===== config.mk =====
export PLATFORM = sky130hd
export DESIGN_NAME = cetb_ram
export DESIGN_NICKNAME = d
export VERILOG_FILES = /design/src/hdl/cetb_ram.sv
export SDC_FILE = /design/constraint.sdc
export NUM_CORES = 1
export LEC_CHECK = 0
export BUFFER_PORTS_ARGS = -buffer_cell sky130_fd_sc_hd__buf_2
export CAP_MARGIN = 20
export CORE_ASPECT_RATIO = 0.5
export CORE_UTILIZATION = 27
export DETAILED_ROUTE_END_ITERATION = 7
export PLACE_DENSITY = 0.4
export SLEW_MARGIN = 10
export SYNTH_ARGS = -nofsm -noshare
export SYNTH_HDL_FRONTEND = slang
export SYNTH_SLANG_ARGS = --single-unit

===== constraint.sdc =====
create_clock -name clk -period 2.15 [get_ports clk]
set_input_delay 0.43 -clock clk [delete_from_list [all_inputs] [get_ports clk]]
set_output_delay 0.43 -clock clk [all_outputs]
set_load 0.005 [all_outputs]

===== src/hdl/cetb_ram.sv =====
module cetb_ram #(
  parameter int WIDTH = 8,
  parameter int DEPTH = 64
) (
  input  logic                     clk,
  input  logic                     wr_en,
  input  logic [$clog2(DEPTH)-1:0] wr_addr,
  input  logic [WIDTH-1:0]         wr_data,
  input  logic                     rd_en,
  input  logic [$clog2(DEPTH)-1:0] rd_addr,
  output logic [WIDTH-1:0]         rd_data
);

  logic [WIDTH-1:0] mem [DEPTH];

  always_ff @(posedge clk) begin
    if (wr_en) begin
      mem[wr_addr] <= wr_data;
    end
    // Read data holds while rd_en is low.
    if (rd_en) begin
      rd_data <= mem[rd_addr];
    end
  end

endmodule

==> results of run 1 <==
-- routing by layer --
metal | vias up | GRT usage | part of all wire
met1 | 5378 | 0.191 | 0.46
met5 | - | 0 | 0
li1 | 4305 | - | -
met3 | 70 | 0.0203 | 0.036
met4 | 0 | 0.0353 | 0.019
met2 | 172 | 0.232 | 0.49
-- cells by family (layout without fill, tap and decap cells) --
| kind of cell | count (synthesis) | in the layout | share of synthesized area |
|---|---|---|---|
| AO/OA/AOI/OAI | 54 | 54 | 0.0206 |
| flip-flops | 520 | 520 | 0.771 |
| multiplexers | 162 | 162 | 0.159 |
| AND/OR/NAND/NOR | 153 | 153 | 0.0337 |
| buffers and inverters | 51 | 274 | 0.0156 |
-- area by class of cell --
cell class | instances | share of cell area
clock buffer | 67 | 0.0566
clock inverter | 22 | 0.0102
multi-input combinational | 369 | 0.178
sequential | 520 | 0.641
tap | 1008 | 0.0518
timing repair buffer | 185 | 0.0623
-- final timing paths --
kind | slack [ps] | from | depth (start not counted) | end
worst min-delay path | 230 | rd_en | 1 | rd_data[1]
worst min register to register | 900 | mem[30][4] | 3 | rd_data[4]
worst max-delay path | 50 | mem[24][4] | 6 | rd_data[4]
worst max register to register | 50 | mem[24][4] | 6 | rd_data[4]
-- critical path: stages, from the launching register on --
cell	delay, ps
edfxtp_1	370
mux4_2	470
mux2_2	290
o221a_2	270
nor3_1	180
buf_4	160
o32ai_1	80
-- power by group through the flow --
stage / clock network [mW] / logic [mW] / registers (mW)
after detailed placement: 0 / 1.23 / 11.5
after global placement: 0 / 1.22 / 11.5
after CTS: 9.17 / 1.24 / 11.3
after global routing: 9.51 / 1.29 / 11.3
after floorplan: 0 / 0.602 / 11.5
final: 8.92 / 1.21 / 11.3
-- flip-flops by register name (all words and copies together), names as in the netlist --
signal	count
rd_data	8
mem	512
-- layout by cell type (no fill, tap or decap), types with 3 or more instances in the layout --
cell type    n
nor2_1      83
buf_4      142
nor3_1       6
buf_12      15
edfxtp_1   520
mux2_2      13
a221oi_1     6
mux4_2     126
a211oi_1     4
clkbuf_1    14
a22oi_1      3
nor2b_1     14
o221ai_1     8
bufinv_16    6
nand2b_1     7
clkbuf_16   53
o2111ai_1    3
nand2_1     19
o22ai_1      8
a21oi_1      3
mux2i_1     23
nand3b_1     3
buf_2       27
o2bb2ai_1    3
clkinv_2     6
clkinv_1    10
nand3_1     13
-- timing repair --
action | CTS | global route
endpoints found under the setup margin | 1 | 3
pin swaps | 0 | 1
resized for setup | 1 | 2
setup buffers | 0 | 0
endpoints found under the hold margin | 0 | 0
-- stage by stage --
stage                     setup slack (ps)  hold WS [ps]  utilization  std cells  cell area, sq um
after global routing                  10.3           206        0.331       2171             24300
after CTS                             34.2           195        0.330       2171             24300
final                                 53.0           230        0.331       2171             24300
after detailed placement              -592           835        0.308       2082             22700
after global placement                -649           830        0.308       2082             22700
after floorplan                       5.84           529            -        940             20300
==> results.json, run 1 <==
{
  "status": "finished clean",
  "synth_edf_count": 520,
  "via_count": 9925,
  "hold_path_class": "input pin to register",
  "power.switching_mw": 4.47,
  "netlist_top_cells_count": "edfxtp_1, mux4_2, nor2_1, mux2i_1, nand2_1",
  "intPower_mw": 16.9,
  "numClockSinks": 520,
  "gp_congestion": 0.756,
  "core-area_sq_um": 73700,
  "finalPower_mw": 21.4,
  "grt_pass1_wl_um": 76200,
  "synth_nets": 963,
  "clock_power_share": 0.417,
  "ys_ff_latch": 520,
  "pwr-share-seq": 0.527,
  "hold_viol": 0,
  "combPwrFrac": 0.056,
  "drive_above_1_share": 0.337,
  "leakage_nw": 7.74,
  "ioPinCount": 31,
  "routed_wl_um": 52600,
  "drv_cap": 0,
  "rsz0062_at_grt": "no",
  "hpwlAfterDp_um": 33100,
  "synth.most_common_cell": "edfxtp_1",
  "async_reset_ff_frac": 0,
  "drc": 0,
  "num_antenna_cells": 0,
  "finalSetupTns_ps": 0,
  "setup_viol": 0,
  "io_buffers": 30,
  "yosysTopAreaCell": "edfxtp_1",
  "worst_ep_required_time_ps": 2480,
  "cts_buffers": 50,
  "synthTopCellsByArea": "edfxtp_1, mux4_2, nor2_1, mux2i_1, mux2_2",
  "crit_path_max_fanout": 1,
  "critPathKind": "register to register",
  "vias_per_cell": 4.57,
  "die_w_um": 389,
  "yosysUniqueCellTypes": 39,
  "fillers": 6995,
  "clkTransAtPathRegs_ps": 60,
  "cts_tree": "built",
  "synth_seq_area_share": 0.771,
  "overflow": 0,
  "netlist.area_leader.share": 0.771,
  "cts-hold-fix-buffers": 0,
  "startpoint_type": "register",
  "grt.total_usage": 0.139,
  "routedWlPerCell_um": 24.2,
  "first_pass_iters": 5,
  "fin_crit_sh": 0.975,
  "area_growth_pct": 20.3,
  "initial_core_util": 0.275,
  "detail-route-antenna-nets": 0,
  "max-vdd-ir-drop_uv": 467,
  "ys_warn_count": 0,
  "synth_ff_type": "edfxtp_1",
  "power_density_nw_per_um2": 879,
  "die_h_um": 196,
  "cp.arrival_ps": 2430,
  "regArea_sq_um": 15600,
  "p_sw_frac": 0.209,
  "cts_root_buf": "clkbuf_16",
  "fp-row-count": 70,
  "max_freq_mhz": 477,
  "slew_headroom": 0.463,
  "syn_inst": 940,
  "netlist_area_sq_um": 20200,
  "drv_slew": 0,
  "clock_path_buffers": 3,
  "min_period_ps": 2100,
  "grt_pass1_vias": 10600,
  "drt_iter0_drc": 770,
  "final_nets": 1149,
  "die_area_sq_um": 76200,
  "h-tree-depth": 2,
  "multiInputGateArea_sq_um": 4330,
  "grt_max_degree": 65,
  "skew_ps": 9.99,
  "antenna_found_initial": 0,
  "worstMarginPinSlew_ps": 806,
  "cp-end-kind": "register",
  "clock_latency_ps": 590,
  "avgSynthCellArea_sq_um": 21.5
}
Note: power is estimated with default switching activity, not from simulation.
==> run 2, diff against run 1 <==
Settings changed: ABC_AREA set to 1.
==> results.json, run 2 <==
{
  "overflow": 0,
  "detail-route-antenna-nets": 0,
  "synth.most_common_cell": "nand2_1",
  "reg2reg_from": "mem[50][3]",
  "rrSetupSlack_ps": 520,
  "postCtsSetupBuffers": 0,
  "hpwlAfterDp_um": 37800,
  "skew_ps": 21.5,
  "max_freq_mhz": 585,
  "initial_core_util": 0.275,
  "min_period_ps": 1710,
  "cts_tree": "built",
  "ioPinCount": 31,
  "holdWs_ps": 225,
  "core-area_sq_um": 77900,
  "reg2reg_depth": 8,
  "via_count": 13600,
  "synth_seq_area_share": 0.729,
  "ys_warn_count": 0,
  "grt_pass1_vias": 13600,
  "routedWlPerCell_um": 20.9,
  "fp-row-count": 72,
  "first_pass_iters": 5,
  "worstMarginPinSlew_ps": 716,
  "async_reset_ff_frac": 0,
  "area_growth_pct": 17.5,
  "clock_path_buffers": 3,
  "ys_ff_latch": 520,
  "post_cts_resized": 0,
  "fillers": 7864,
  "die_w_um": 400,
  "netlist.area_leader.share": 0.729,
  "hp-start": "wr_data[3]",
  "yosysTopAreaCell": "edfxtp_1",
  "crit_path_top_delay_cell": "edfxtp_1",
  "synth_edf_count": 520,
  "drv_cap": 0,
  "avgSynthCellArea_sq_um": 11.9,
  "num_antenna_cells": 0,
  "status": "finished clean",
  "drv_slew": 0,
  "setup_viol": 0,
  "largest-register": "mem",
  "fin_ws_ps": 442,
  "syn_inst": 1805,
  "final_nets": 1940,
  "cts_buffers": 53,
  "worst_ep_required_time_ps": 1720,
  "netlist_area_sq_um": 21400,
  "routed_wl_um": 62500,
  "io_buffers": 30,
  "grt_pass1_wl_um": 93400,
  "synth_ff_type": "edfxtp_1",
  "crit_path_max_fanout": 1,
  "critPathBufInv": 1,
  "path_cells": "buf_2",
  "die_area_sq_um": 80500,
  "finalSetupTns_ps": 0,
  "cp_top_family": "flip-flops",
  "drive_above_1_share": 0.127,
  "vias_per_cell": 4.55,
  "hold_viol": 0,
  "power.switching_mw": 5.07,
  "grt.total_usage": 0.155,
  "gp_congestion": 0.777,
  "top_regs": "mem (512), rd_data (8)",
  "p_sw_frac": 0.233,
  "crit_path_max_incr_delay_ps": 470,
  "hold_path_class": "input pin to register",
  "drt_iter0_drc": 985,
  "die_h_um": 201,
  "worstHoldEndpoint": "mem[11][3]",
  "rsz0062_at_grt": "no",
  "cts_root_buf": "clkbuf_16",
  "power_density_nw_per_um2": 864,
  "clkTransAtPathRegs_ps": 70,
  "largest_register_ffs": 512,
  "numClockSinks": 520,
  "whs_path_depth": 1,
  "antenna_found_initial": 0,
  "cts-hold-fix-buffers": 0,
  "reg2reg_to": "rd_data[3]",
  "fin_crit_sh": 0.795,
  "grt_max_degree": 65,
  "drc": 0,
  "clock_latency_ps": 610,
  "critPathKind": "register to output pin",
  "slew_headroom": 0.522,
  "final_common_cell": "nand2_1",
  "synth_nets": 1828,
  "max-vdd-ir-drop_uv": 571,
  "final_cell_mix": "nand2_1, edfxtp_1, nand3_1",
  "post-place-ws_ps": -123,
  "h-tree-depth": 2,
  "intPower_mw": 16.7,
  "yosysUniqueCellTypes": 15,
  "leakage_nw": 9.05,
  "pwr-share-seq": 0.518,
  "netlist_top_cells_count": "nand2_1, edfxtp_1, nand3_1, nor2_1, buf_2",
  "synthTopCellsByArea": "edfxtp_1, nand2_1, nand3_1, buf_6, nor2_1",
  "combPwrFrac": 0.069,
  "cp.arrival_ps": 1280,
  "cp-end-kind": "output pin",
  "clock_power_share": 0.413,
  "startpoint_type": "register"
}
## run 2: cell count changes in the layout (fill, tap and decap cells not counted), moves of 17 or more
cell | previous run | this run
buf_12 | 15 | 32
buf_4 | 142 | 109
mux2i_1 | 23 | 0
mux4_2 | 126 | 0
nand2_1 | 19 | 648
nand3_1 | 13 | 439
nor2_1 | 83 | 56
## run 2: worst max-delay path by stage
stage          startpoint         end  slack (ps)  depth (start not counted)
2_1_floorplan       wr_en  mem[48][0]         -50                          3
3_3_place_gp   rd_addr[1]  rd_data[3]        -130                         10
3_5_place_dp   rd_addr[1]  rd_data[3]        -120                         10
4_1_cts        rd_data[3]  rd_data[3]         380                          1
5_1_grt        rd_data[3]  rd_data[3]         410                          1
6_report       rd_data[3]  rd_data[3]         440                          1
## run 2: kinds of logic after synthesis
family / Yosys count / share of synthesized area
flip-flops: 520 / 0.729
AND/OR/NAND/NOR: 1160 / 0.231
buffers and inverters: 125 / 0.0401
## run 2: per-stage QoR
stage / power [mW] / utilization / cells / instance area (sq um)
global placement: 13.0 / 0.302 / 2898 / 23500
detailed placement: 13.0 / 0.302 / 2898 / 23500
floorplan: 12.3 / - / 1805 / 21400
CTS: 22.0 / 0.323 / 2993 / 25200
global route: 22.5 / 0.323 / 2993 / 25200
finish: 21.8 / 0.323 / 2993 / 25200
## run 2: power by group through the flow
| stage | logic [mW] | clock network, mW | registers (mW) |
|---|---|---|---|
| after global routing | 1.65 | 9.59 | 11.3 |
| after floorplan | 0.789 | 0 | 11.5 |
| after detailed placement | 1.53 | 0 | 11.5 |
| after CTS | 1.53 | 9.22 | 11.3 |
| final | 1.50 | 8.98 | 11.3 |
| after global placement | 1.53 | 0 | 11.5 |
## run 2: area by class of cell
| class | instances | area [sq um] | area share |
|---|---|---|---|
| flip-flops and latches | 520 | 15600 | 0.620 |
| inverters | 12 | 55.1 | 0.00219 |
| clock buffers | 66 | 1420 | 0.0563 |
| well taps | 1036 | 1300 | 0.0515 |
| clock inverters | 29 | 215 | 0.00855 |
| multi-input cells | 1160 | 4960 | 0.197 |
| repair buffers | 170 | 1610 | 0.0641 |
## run 2: routing by layer
metal  track usage  routed length (um)  vias up
met3        0.0210                2260       80
met2         0.241               27900      221
met5             0                   0        -
met4        0.0434                1360        0
li1              -                   -     6584
met1         0.227               30900     6738
